$ cat config.mk
export PLATFORM = sky130hd
export DESIGN_NAME = line_centroid_pid_steering_unit_flat
export DESIGN_NICKNAME = d
export VERILOG_FILES = /design/src/hdl/lcps_pkg.sv /design/src/hdl/lcps_stream_if.sv /design/src/hdl/line_centroid_pid_steering_unit.sv /design/src/hdl/lcps_divider.sv /design/src/flat_wrapper.sv
export SDC_FILE = /design/constraint.sdc
export NUM_CORES = 2
export LEC_CHECK = 0
export ABC_CLOCK_PERIOD_IN_PS = 19900
export BUFFER_PORTS_ARGS = -buffer_cell sky130_fd_sc_hd__buf_2
export CORE_UTILIZATION = 35
export DETAILED_ROUTE_END_ITERATION = 8
export PLACE_DENSITY = 0.45
export SYNTH_ARGS = -nofsm -noshare
export SYNTH_HDL_FRONTEND = slang
export SYNTH_SLANG_ARGS = --single-unit
$ cat constraint.sdc
create_clock -name clk -period 19.9 [get_ports clk]
set_input_delay 1.99 -clock clk [delete_from_list [all_inputs] [get_ports clk]]
set_output_delay 1.99 -clock clk [all_outputs]
set_load 0.005 [all_outputs]
$ cat src/hdl/lcps_pkg.sv
// ----------------------------------------------------------------------------
// lcps_pkg
// Shared types, widths, register indexes and reset values of the line
// centroid PID steering unit.
// ----------------------------------------------------------------------------
package lcps_pkg;

  localparam int WINDOW_LENGTH_DEF     = 30;
  localparam int MAX_REGION_PIXELS_DEF = 2097152;

  localparam int CNT_W    = 22;
  localparam int XSUM_W   = 32;
  localparam int FRAC_W   = 8;
  localparam int DVD_W    = XSUM_W + FRAC_W;
  localparam int CX_W     = 20;
  localparam int COL_W    = 11;
  localparam int ERR_W    = 21;
  localparam int DE_W     = 22;
  localparam int GAIN_W   = 32;
  localparam int PROD_W   = 64;
  localparam int ACC_W    = 64;
  localparam int STEER_W  = 16;
  localparam int STOP_W   = 8;
  localparam int RUN_W    = 8;
  localparam int ROUND_SH = 24;
  localparam int PIXLIM_W = 24;

  localparam int CFG_IDX_W  = 3;
  localparam int CFG_DATA_W = 32;

  typedef enum logic [CFG_IDX_W-1:0] {
    CFG_KP          = 3'd0,
    CFG_KI_DT       = 3'd1,
    CFG_KD          = 3'd2,
    CFG_CENTER      = 3'd3,
    CFG_STEER_MIN   = 3'd4,
    CFG_STEER_MAX   = 3'd5,
    CFG_STOP_FRAMES = 3'd6
  } cfg_idx_t;

  localparam logic signed [GAIN_W-1:0]  KP_RST        = 32'sd1677722;
  localparam logic signed [GAIN_W-1:0]  KI_DT_RST     = 32'sd503;
  localparam logic signed [GAIN_W-1:0]  KD_RST        = 32'sd503316;
  localparam logic [COL_W-1:0]          CENTER_RST    = 11'd770;
  localparam logic signed [STEER_W-1:0] STEER_MIN_RST = -16'sd7680;
  localparam logic signed [STEER_W-1:0] STEER_MAX_RST = 16'sd7680;
  localparam logic [STOP_W-1:0]         STOP_RST      = 8'd5;

  typedef enum logic [1:0] {
    STATUS_SKIP    = 2'd0,
    STATUS_STOP    = 2'd1,
    STATUS_STEER   = 2'd2,
    STATUS_NO_LINE = 2'd3
  } status_t;

  typedef struct packed {
    logic              frame_enabled;
    logic              blue_cluster;
    logic [CNT_W-1:0]  yellow_pixel_count;
    logic [XSUM_W-1:0] yellow_x_sum;
  } in_item_t;

  typedef struct packed {
    status_t                    status;
    logic                       line_found_event;
    logic signed [STEER_W-1:0]  steer_cmd;
  } out_item_t;

endpackage

$ cat src/hdl/lcps_stream_if.sv
// ----------------------------------------------------------------------------
// lcps_stream_if
// Valid/ready channel carrying one payload item per handshake.
// ----------------------------------------------------------------------------
interface lcps_stream_if #(
  parameter type payload_t = logic
);
  logic     valid;
  logic     ready;
  payload_t payload;

  modport source (output valid, output payload, input ready);
  modport sink   (input valid, input payload, output ready);
endinterface

$ cat src/hdl/line_centroid_pid_steering_unit.sv
// ----------------------------------------------------------------------------
// line_centroid_pid_steering_unit
// Frame-summary to steering command: centroid divide, windowed PID, clamp.
// ----------------------------------------------------------------------------
// One item at a time. A disabled, blue-stop or no-line frame has its result
// valid the cycle after it is taken. A steering frame passes in order through
// the bit-serial centroid divider, the window update, the multiply loop where
// one 32x32 multiplier forms the three gain products, rounding and clamping;
// the divider width sets most of its time. The input is not ready while a
// frame is in work; a new item is taken once the previous result has left, or
// is leaving, the output register.
module line_centroid_pid_steering_unit #(
  parameter int WINDOW_LENGTH     = lcps_pkg::WINDOW_LENGTH_DEF,
  parameter int MAX_REGION_PIXELS = lcps_pkg::MAX_REGION_PIXELS_DEF
) (
  input  logic                              clk,
  input  logic                              rst_n,
  lcps_stream_if.sink                       in_stream,
  lcps_stream_if.source                     out_stream,
  input  logic                              cfg_we,
  input  logic [lcps_pkg::CFG_IDX_W-1:0]    cfg_index,
  input  logic [lcps_pkg::CFG_DATA_W-1:0]   cfg_wdata
);

  localparam int PTR_W  = (WINDOW_LENGTH > 1) ? $clog2(WINDOW_LENGTH) : 1;
  localparam int FILL_W = $clog2(WINDOW_LENGTH + 1);
  localparam int SUM_W  = lcps_pkg::ERR_W + FILL_W;
  localparam logic [lcps_pkg::PIXLIM_W-1:0] MaxPix =
    lcps_pkg::PIXLIM_W'(MAX_REGION_PIXELS);
  localparam logic signed [lcps_pkg::ACC_W-1:0] RoundHalf =
    lcps_pkg::ACC_W'(1) << (lcps_pkg::ROUND_SH - 1);

  typedef enum logic [5:0] {
    ST_IDLE = 6'b000001,
    ST_DIV  = 6'b000010,
    ST_UPD  = 6'b000100,
    ST_MUL  = 6'b001000,
    ST_RND  = 6'b010000,
    ST_SAT  = 6'b100000
  } state_t;

  // configuration
  logic signed [lcps_pkg::GAIN_W-1:0]  kp_r, ki_r, kd_r;
  logic [lcps_pkg::COL_W-1:0]          center_r;
  logic signed [lcps_pkg::STEER_W-1:0] steer_min_r, steer_max_r;
  logic [lcps_pkg::STOP_W-1:0]         stop_need_r;

  // control and state
  state_t                              state_r;
  logic [lcps_pkg::RUN_W-1:0]          blue_run_r;
  logic [lcps_pkg::RUN_W-1:0]          blue_run_nxt;
  logic                                line_seen_r;
  logic [FILL_W-1:0]                   fill_r;
  logic [PTR_W-1:0]                    ptr_r;
  logic signed [SUM_W-1:0]             sum_r;
  logic signed [lcps_pkg::ERR_W-1:0]   last_err_r;
  logic [1:0]                          mcnt_r;
  logic                                out_valid_r;
  lcps_pkg::out_item_t                 out_item_r;
  logic                                event_r;

  // datapath
  logic signed [lcps_pkg::ERR_W-1:0]   err_win_mem [WINDOW_LENGTH];
  logic signed [lcps_pkg::ERR_W-1:0]   old_err_r;
  logic signed [lcps_pkg::ERR_W-1:0]   e_r;
  logic signed [lcps_pkg::DE_W-1:0]    de_r;
  logic signed [lcps_pkg::PROD_W-1:0]  prod_r;
  logic signed [lcps_pkg::ACC_W-1:0]   acc_r;
  logic signed [lcps_pkg::ACC_W-1:0]   t_r;

  lcps_pkg::in_item_t                  in_item;
  logic                                out_free;
  logic                                out_load;
  logic                                accept;
  logic                                stop_hit;
  logic                                do_steer;
  lcps_pkg::status_t                   quick_status;
  logic [lcps_pkg::CNT_W-1:0]          divisor;
  logic                                div_done;
  logic [lcps_pkg::CX_W-1:0]           cx;
  logic                                win_full;
  logic signed [SUM_W-1:0]             sum_nxt;
  logic signed [lcps_pkg::GAIN_W-1:0]  mul_a;
  logic signed [lcps_pkg::GAIN_W-1:0]  mul_b;
  logic signed [lcps_pkg::ACC_W-1:0]   steer_full;
  logic signed [lcps_pkg::ACC_W-1:0]   steer_hi;
  logic signed [lcps_pkg::ACC_W-1:0]   steer_lo_hi;

  assign in_item         = in_stream.payload;
  assign out_free        = !out_valid_r || out_stream.ready;
  assign in_stream.ready = (state_r == ST_IDLE) && out_free;
  assign accept          = in_stream.valid && in_stream.ready;
  assign out_load        = (accept && !do_steer) || ((state_r == ST_SAT) && out_free);

  // configuration writes
  always_ff @(posedge clk) begin
    if (!rst_n) begin
      kp_r        <= lcps_pkg::KP_RST;
      ki_r        <= lcps_pkg::KI_DT_RST;
      kd_r        <= lcps_pkg::KD_RST;
      center_r    <= lcps_pkg::CENTER_RST;
      steer_min_r <= lcps_pkg::STEER_MIN_RST;
      steer_max_r <= lcps_pkg::STEER_MAX_RST;
      stop_need_r <= lcps_pkg::STOP_RST;
    end else if (cfg_we) begin
      case (lcps_pkg::cfg_idx_t'(cfg_index))
        lcps_pkg::CFG_KP:          kp_r        <= cfg_wdata;
        lcps_pkg::CFG_KI_DT:       ki_r        <= cfg_wdata;
        lcps_pkg::CFG_KD:          kd_r        <= cfg_wdata;
        lcps_pkg::CFG_CENTER:      center_r    <= cfg_wdata[lcps_pkg::COL_W-1:0];
        lcps_pkg::CFG_STEER_MIN:   steer_min_r <= cfg_wdata[lcps_pkg::STEER_W-1:0];
        lcps_pkg::CFG_STEER_MAX:   steer_max_r <= cfg_wdata[lcps_pkg::STEER_W-1:0];
        lcps_pkg::CFG_STOP_FRAMES: stop_need_r <= cfg_wdata[lcps_pkg::STOP_W-1:0];
        default: ;
      endcase
    end
  end

  // frame classification at acceptance
  always_comb begin
    if (!in_item.frame_enabled || !in_item.blue_cluster) begin
      blue_run_nxt = '0;
    end else if (blue_run_r != {lcps_pkg::RUN_W{1'b1}}) begin
      blue_run_nxt = blue_run_r + 1'b1;
    end else begin
      blue_run_nxt = blue_run_r;
    end
    stop_hit = in_item.frame_enabled && in_item.blue_cluster &&
               (blue_run_nxt >= stop_need_r);
    do_steer = in_item.frame_enabled && !stop_hit &&
               (in_item.yellow_pixel_count != '0);
    if (!in_item.frame_enabled) begin
      quick_status = lcps_pkg::STATUS_SKIP;
    end else if (stop_hit) begin
      quick_status = lcps_pkg::STATUS_STOP;
    end else begin
      quick_status = lcps_pkg::STATUS_NO_LINE;
    end
    if ({2'b00, in_item.yellow_pixel_count} > MaxPix) begin
      divisor = MaxPix[lcps_pkg::CNT_W-1:0];
    end else begin
      divisor = in_item.yellow_pixel_count;
    end
  end

  lcps_divider #(
    .DVD_W (lcps_pkg::DVD_W),
    .DVS_W (lcps_pkg::CNT_W),
    .Q_W   (lcps_pkg::CX_W)
  ) u_div (
    .clk      (clk),
    .rst_n    (rst_n),
    .start    (accept && do_steer),
    .dividend ({in_item.yellow_x_sum, {lcps_pkg::FRAC_W{1'b0}}}),
    .divisor  (divisor),
    .done     (div_done),
    .quotient (cx)
  );

  // error window
  always_ff @(posedge clk) begin
    old_err_r <= err_win_mem[ptr_r];
    if (state_r == ST_UPD) begin
      err_win_mem[ptr_r] <= e_r;
    end
  end

  assign win_full = (fill_r == FILL_W'(WINDOW_LENGTH));
  assign sum_nxt  = sum_r + SUM_W'(e_r) - (win_full ? SUM_W'(old_err_r) : SUM_W'(0));

  // shared multiplier operand select
  always_comb begin
    case (mcnt_r)
      2'd0: begin
        mul_a = kp_r;
        mul_b = lcps_pkg::GAIN_W'(e_r);
      end
      2'd1: begin
        mul_a = ki_r;
        mul_b = lcps_pkg::GAIN_W'(sum_r);
      end
      default: begin
        mul_a = kd_r;
        mul_b = lcps_pkg::GAIN_W'(de_r);
      end
    endcase
  end

  // round, then clamp (lower limit applied last)
  assign steer_full  = t_r >>> lcps_pkg::ROUND_SH;
  assign steer_hi    = lcps_pkg::ACC_W'(steer_max_r);
  assign steer_lo_hi = (steer_full > steer_hi) ? steer_hi : steer_full;

  always_ff @(posedge clk) begin
    if (!rst_n) begin
      state_r     <= ST_IDLE;
      blue_run_r  <= '0;
      line_seen_r <= 1'b0;
      fill_r      <= '0;
      ptr_r       <= '0;
      sum_r       <= '0;
      last_err_r  <= '0;
      mcnt_r      <= '0;
      out_valid_r <= 1'b0;
      event_r     <= 1'b0;
    end else begin
      if (out_load) begin
        out_valid_r <= 1'b1;
      end else if (out_stream.ready) begin
        out_valid_r <= 1'b0;
      end
      case (state_r)
        ST_IDLE: begin
          if (accept) begin
            blue_run_r <= blue_run_nxt;
            if (stop_hit) begin
              line_seen_r <= 1'b0;
            end
            if (do_steer) begin
              line_seen_r <= 1'b1;
              event_r     <= !line_seen_r;
              state_r     <= ST_DIV;
            end else begin
              out_item_r.status           <= quick_status;
              out_item_r.line_found_event <= 1'b0;
              out_item_r.steer_cmd        <= '0;
            end
          end
        end
        ST_DIV: begin
          if (div_done) begin
            e_r     <= lcps_pkg::ERR_W'(cx) -
                       lcps_pkg::ERR_W'({center_r, {lcps_pkg::FRAC_W{1'b0}}});
            state_r <= ST_UPD;
          end
        end
        ST_UPD: begin
          sum_r      <= sum_nxt;
          de_r       <= lcps_pkg::DE_W'(e_r) - lcps_pkg::DE_W'(last_err_r);
          last_err_r <= e_r;
          if (!win_full) begin
            fill_r <= fill_r + 1'b1;
          end
          if (ptr_r == PTR_W'(WINDOW_LENGTH - 1)) begin
            ptr_r <= '0;
          end else begin
            ptr_r <= ptr_r + 1'b1;
          end
          acc_r   <= '0;
          mcnt_r  <= '0;
          state_r <= ST_MUL;
        end
        ST_MUL: begin
          prod_r <= mul_a * mul_b;
          if (mcnt_r != 2'd0) begin
            acc_r <= acc_r + prod_r;
          end
          mcnt_r <= mcnt_r + 1'b1;
          if (mcnt_r == 2'd3) begin
            state_r <= ST_RND;
          end
        end
        ST_RND: begin
          t_r     <= RoundHalf - acc_r;
          state_r <= ST_SAT;
        end
        ST_SAT: begin
          if (out_free) begin
            out_item_r.status           <= lcps_pkg::STATUS_STEER;
            out_item_r.line_found_event <= event_r;
            if (steer_lo_hi < lcps_pkg::ACC_W'(steer_min_r)) begin
              out_item_r.steer_cmd <= steer_min_r;
            end else begin
              out_item_r.steer_cmd <= steer_lo_hi[lcps_pkg::STEER_W-1:0];
            end
            state_r <= ST_IDLE;
          end
        end
        default: state_r <= ST_IDLE;
      endcase
    end
  end

  assign out_stream.valid   = out_valid_r;
  assign out_stream.payload = out_item_r;

endmodule

$ cat src/hdl/lcps_divider.sv
// ----------------------------------------------------------------------------
// lcps_divider
// Radix-2 restoring divider, one quotient bit per cycle, with the quotient
// saturated to its output width.
// ----------------------------------------------------------------------------
module lcps_divider #(
  parameter int DVD_W = lcps_pkg::DVD_W,
  parameter int DVS_W = lcps_pkg::CNT_W,
  parameter int Q_W   = lcps_pkg::CX_W
) (
  input  logic             clk,
  input  logic             rst_n,
  input  logic             start,
  input  logic [DVD_W-1:0] dividend,
  input  logic [DVS_W-1:0] divisor,
  output logic             done,
  output logic [Q_W-1:0]   quotient
);

  localparam int CNT_W = $clog2(DVD_W + 1);

  logic             busy_r;
  logic             done_r;
  logic [CNT_W-1:0] cnt_r;
  logic [DVD_W-1:0] dvd_r;
  logic [DVS_W-1:0] dvs_r;
  logic [DVS_W-1:0] rem_r;

  logic [DVS_W:0]   shifted;
  logic [DVS_W:0]   diff;
  logic             qbit;

  assign shifted = {rem_r, dvd_r[DVD_W-1]};
  assign diff    = shifted - {1'b0, dvs_r};
  assign qbit    = ~diff[DVS_W];

  always_ff @(posedge clk) begin
    if (!rst_n) begin
      busy_r <= 1'b0;
      done_r <= 1'b0;
      cnt_r  <= '0;
    end else begin
      done_r <= 1'b0;
      if (start) begin
        busy_r <= 1'b1;
        cnt_r  <= '0;
      end else if (busy_r) begin
        cnt_r <= cnt_r + 1'b1;
        if (cnt_r == CNT_W'(DVD_W - 1)) begin
          busy_r <= 1'b0;
          done_r <= 1'b1;
        end
      end
    end
  end

  always_ff @(posedge clk) begin
    if (start) begin
      dvd_r <= dividend;
      dvs_r <= divisor;
      rem_r <= '0;
    end else if (busy_r) begin
      rem_r <= qbit ? diff[DVS_W-1:0] : shifted[DVS_W-1:0];
      dvd_r <= {dvd_r[DVD_W-2:0], qbit};
    end
  end

  assign done     = done_r;
  assign quotient = (|dvd_r[DVD_W-1:Q_W]) ? {Q_W{1'b1}} : dvd_r[Q_W-1:0];

endmodule

$ cat src/flat_wrapper.sv
// flat-port wrapper written by rule: the top's interface ports become plain ports
module line_centroid_pid_steering_unit_flat 
#(
  parameter int WINDOW_LENGTH     = lcps_pkg::WINDOW_LENGTH_DEF,
  parameter int MAX_REGION_PIXELS = lcps_pkg::MAX_REGION_PIXELS_DEF
)
  (clk, rst_n, cfg_we, cfg_index, cfg_wdata, in_stream_valid, in_stream_payload, in_stream_ready, out_stream_valid, out_stream_payload, out_stream_ready);
  lcps_stream_if #(.payload_t(lcps_pkg::in_item_t)) in_stream_i ();
  lcps_stream_if #(.payload_t(lcps_pkg::out_item_t)) out_stream_i ();
  input  logic clk;
  input  logic rst_n;
  input  logic cfg_we;
  input  logic [lcps_pkg::CFG_IDX_W-1:0] cfg_index;
  input  logic [lcps_pkg::CFG_DATA_W-1:0] cfg_wdata;
  input wire logic [$bits(in_stream_i.valid)-1:0] in_stream_valid;
  input wire logic [$bits(in_stream_i.payload)-1:0] in_stream_payload;
  output wire logic [$bits(in_stream_i.ready)-1:0] in_stream_ready;
  output wire logic [$bits(out_stream_i.valid)-1:0] out_stream_valid;
  output wire logic [$bits(out_stream_i.payload)-1:0] out_stream_payload;
  input wire logic [$bits(out_stream_i.ready)-1:0] out_stream_ready;
  assign in_stream_i.valid = in_stream_valid;
  assign in_stream_i.payload = in_stream_payload;
  assign in_stream_ready = in_stream_i.ready;
  assign out_stream_valid = out_stream_i.valid;
  assign out_stream_payload = out_stream_i.payload;
  assign out_stream_i.ready = out_stream_ready;
  line_centroid_pid_steering_unit #(.WINDOW_LENGTH(WINDOW_LENGTH), .MAX_REGION_PIXELS(MAX_REGION_PIXELS)) u_core (.clk(clk), .rst_n(rst_n), .in_stream(in_stream_i), .out_stream(out_stream_i), .cfg_we(cfg_we), .cfg_index(cfg_index), .cfg_wdata(cfg_wdata));
endmodule
==> impl_metrics.tcl <==
set metrics [dict create \
    coreArea_um2 254000 \
    cts_buffer_depth 3 \
    vias 61500 \
    grt_max_degree 90 \
    p_leak_nw 42.0 \
    required_ps 20440 \
    cap_violations 0 \
    area.growth.synth_to_final_pct 11.4 \
    cpMostUsedCell "fa_1" \
    drt_first_iter_violations 4636 \
    cts_max_level 4 \
    die_y_um 508 \
    wl_per_cell_um 25.0 \
    critPathSlowestCell "a21boi_0" \
    min_to "u_core.event_r" \
    cts_hold_buf 0 \
    slowest_delay_ps 1050 \
    cts_resized 0 \
    timing.fmax_mhz 86.9 \
    start_kind "register" \
    synth_area_per_cell_um2 10.9 \
    synth_cells 8239 \
    fin_util 0.392 \
    vdd_drop_max_v 0.000189 \
    crit_fanout 60 \
    grt_pass1_wl_um 434000 \
    holdWs_ps 447 \
    synth_cell_types 80 \
    die-width_um 508 \
    rows 185 \
    cts_sinks 1196 \
    hpwl_um 220000 \
    clk_pin_slew_worst_paths_ps 60 \
    synth-warning-count 0 \
    ys_top_cells_by_area "edfxtp_1 31%, fa_1 24%, dfxtp_1 6.3%" \
    post-cts-setup-buffers 0 \
    rr_worst_depth 32 \
    synth_edf_count 914 \
    worstMarginPinSlew_ps 1410 \
    numPortBuffers 116 \
    track_usage 0.231 \
    post-route-period-util 0.578 \
    cts_tree "yes" \
    syn_nets 9847 \
    startpoint "u_core.mcnt_r[1]" \
    grt_pass1_vias 63500 \
    holdCritStartpoint "u_core.line_seen_r" \
    rsz0062_at_grt "false" \
    clk_latency_ps 860 \
    r2r_end "u_core.prod_r[60]" \
    ys_ff_latch 1196 \
    holdCritPathClass "register to register" \
    routed_wl_um 296000 \
    nets 9934 \
    dr.pass1.iters 6 \
    final.setup.tns_ps 0 \
    ys_seq_area_frac 0.369 \
    ios 117 \
    layout_min_cycle_time_ps 11510 \
    cts_buffers 141 \
    via_per_inst 5.20 \
    dp_slack_ps 8670 \
    antenna_left 0 \
    yosysTopAreaCell "edfxtp_1" \
    finClkSkew_ps 80.1 \
    syn_area_um2 89600 \
    final_common_cell "inv_1" \
    clockRootBuffer "clkbuf_16" \
    async_reset_ff_frac 0 \
    dieArea_um2 258000 \
    crit_type "register to register" \
    end_kind "register" \
    pwr_density_cell_nw_per_um2 101 \
    antenna_found_initial 37 \
    gp_congestion 0.905 \
    cp.arrival_ps 12040 \
    initial_core_util 0.352 \
    overflow 0 \
    whs_path_depth 1 \
    slew_headroom 0.0528 \
    setup_ws_ps 8390 \
    status "completed" \
    slew_violations 0 \
    drive_above_1_share 0.0942 \
    timing.rr.start "u_core.mcnt_r[1]" \
    drc 0 \
    ff2ff_setup_slack_ps 8390 \
    final_cell_mix "1171 x inv_1, 1071 x fa_1, 974 x nand2_1" \
    synth_ff_type "edfxtp_1" \
    netlist.area_leader.share 0.306 \
    setup_violations 0 \
    hold_violations 0 \
]
[registers in the layout (all words and copies together) (netlist names), 16 cells and up]
register,cells
u_core.de_r,22
u_core.u_div.dvd_r,40
u_core.err_win_mem,630
u_core.u_div.dvs_r,22
u_core.steer_min_r,16
u_core.t_r,40
u_core.e_r,21
u_core.u_div.rem_r,22
u_core.kd_r,32
u_core.steer_max_r,16
u_core.ki_r,32
u_core.sum_r,26
u_core.prod_r,64
u_core.old_err_r,21
u_core.kp_r,32
u_core.out_stream.payload,19
u_core.last_err_r,21
u_core.acc_r,64
[cell usage after synthesis, drive strengths merged, types with 39 or more instances]
master     n
clkbuf   311
nand4     64
nor2     843
a22o      55
mux4     147
a211oi    56
o211ai    39
o21ai    144
dfxtp    282
nor3      57
nand2    974
mux2i     50
nand3    123
edfxtp   914
inv     1173
fa      1071
xnor2    163
and2      66
a22oi     60
buf       50
ha       441
a21o     234
xor2      90
nand2b    40
a21oi    426
nor2b     53
[through the flow]
step,area [um2],power (mW),cells
floorplan,89600,6.00,8239
finish,99800,10.1,11800
global route,99800,10.7,11800
detailed placement,94900,7.46,11500
global placement,94900,7.43,11500
CTS,99800,10.2,11800
[where the power goes]
group	total (mW)	switching, mW	internal (mW)
combinational	4.39	2.67	1.72
sequential	2.95	0.0419	2.91
clock	2.72	1.16	1.56
[cell type report]
type	instances	area (um2)
Clock inverter	76	1110
Fill cell	24800	155000
Multi-Input combinational cell	5508	51200
Antenna cell	13	32.5
Sequential cell	1196	33100
Clock buffer	181	3760
Tap cell	3366	4210
Timing Repair Buffer	305	2020
Inverter	1174	4410
[critical path, delay by kind of cell (launching register included)]
kind | cells | cell delay [ps]
compound gates | 10 | 2970
xor+xnor | 1 | 90
fa+ha+maj | 10 | 4600
buf+inv | 7 | 1900
flops | 1 | 370
simple gates | 4 | 1250
[routing by layer]
layer	track usage	vias to the layer above	part of all wire
met5	0	-	0.000044
li1	-	27500	-
met3	0.0304	428	0.050
met1	0.316	31900	0.44
met4	0.0672	2	0.031
met2	0.382	1666	0.48
[how the worst max path moves through the flow]
stage	end	slack (ps)	cells after the start
after floorplan	u_core.prod_r[63]	10610	35
after global placement	u_core.prod_r[60]	8760	30
after detailed placement	u_core.prod_r[60]	8670	32
after CTS	u_core.prod_r[60]	8640	32
after global routing	u_core.prod_r[60]	7910	32
final	u_core.prod_r[60]	8390	32
[logic make-up (layout without fill, tap and decap cells)]
group,count (synthesis),in the layout,share of synthesized area
AOI/OAI and AO/OA,1184,1184,0.0849
adders and majority gates,1512,1512,0.301
DFF,1196,1196,0.369
xor gates and xnor gates,253,253,0.0247
and+or+nand+nor,2360,2360,0.113
buffers and inverters,1535,1736,0.0643
muxes,199,199,0.0428
other,0,13,0
Power figures use the tool's default switching activity.
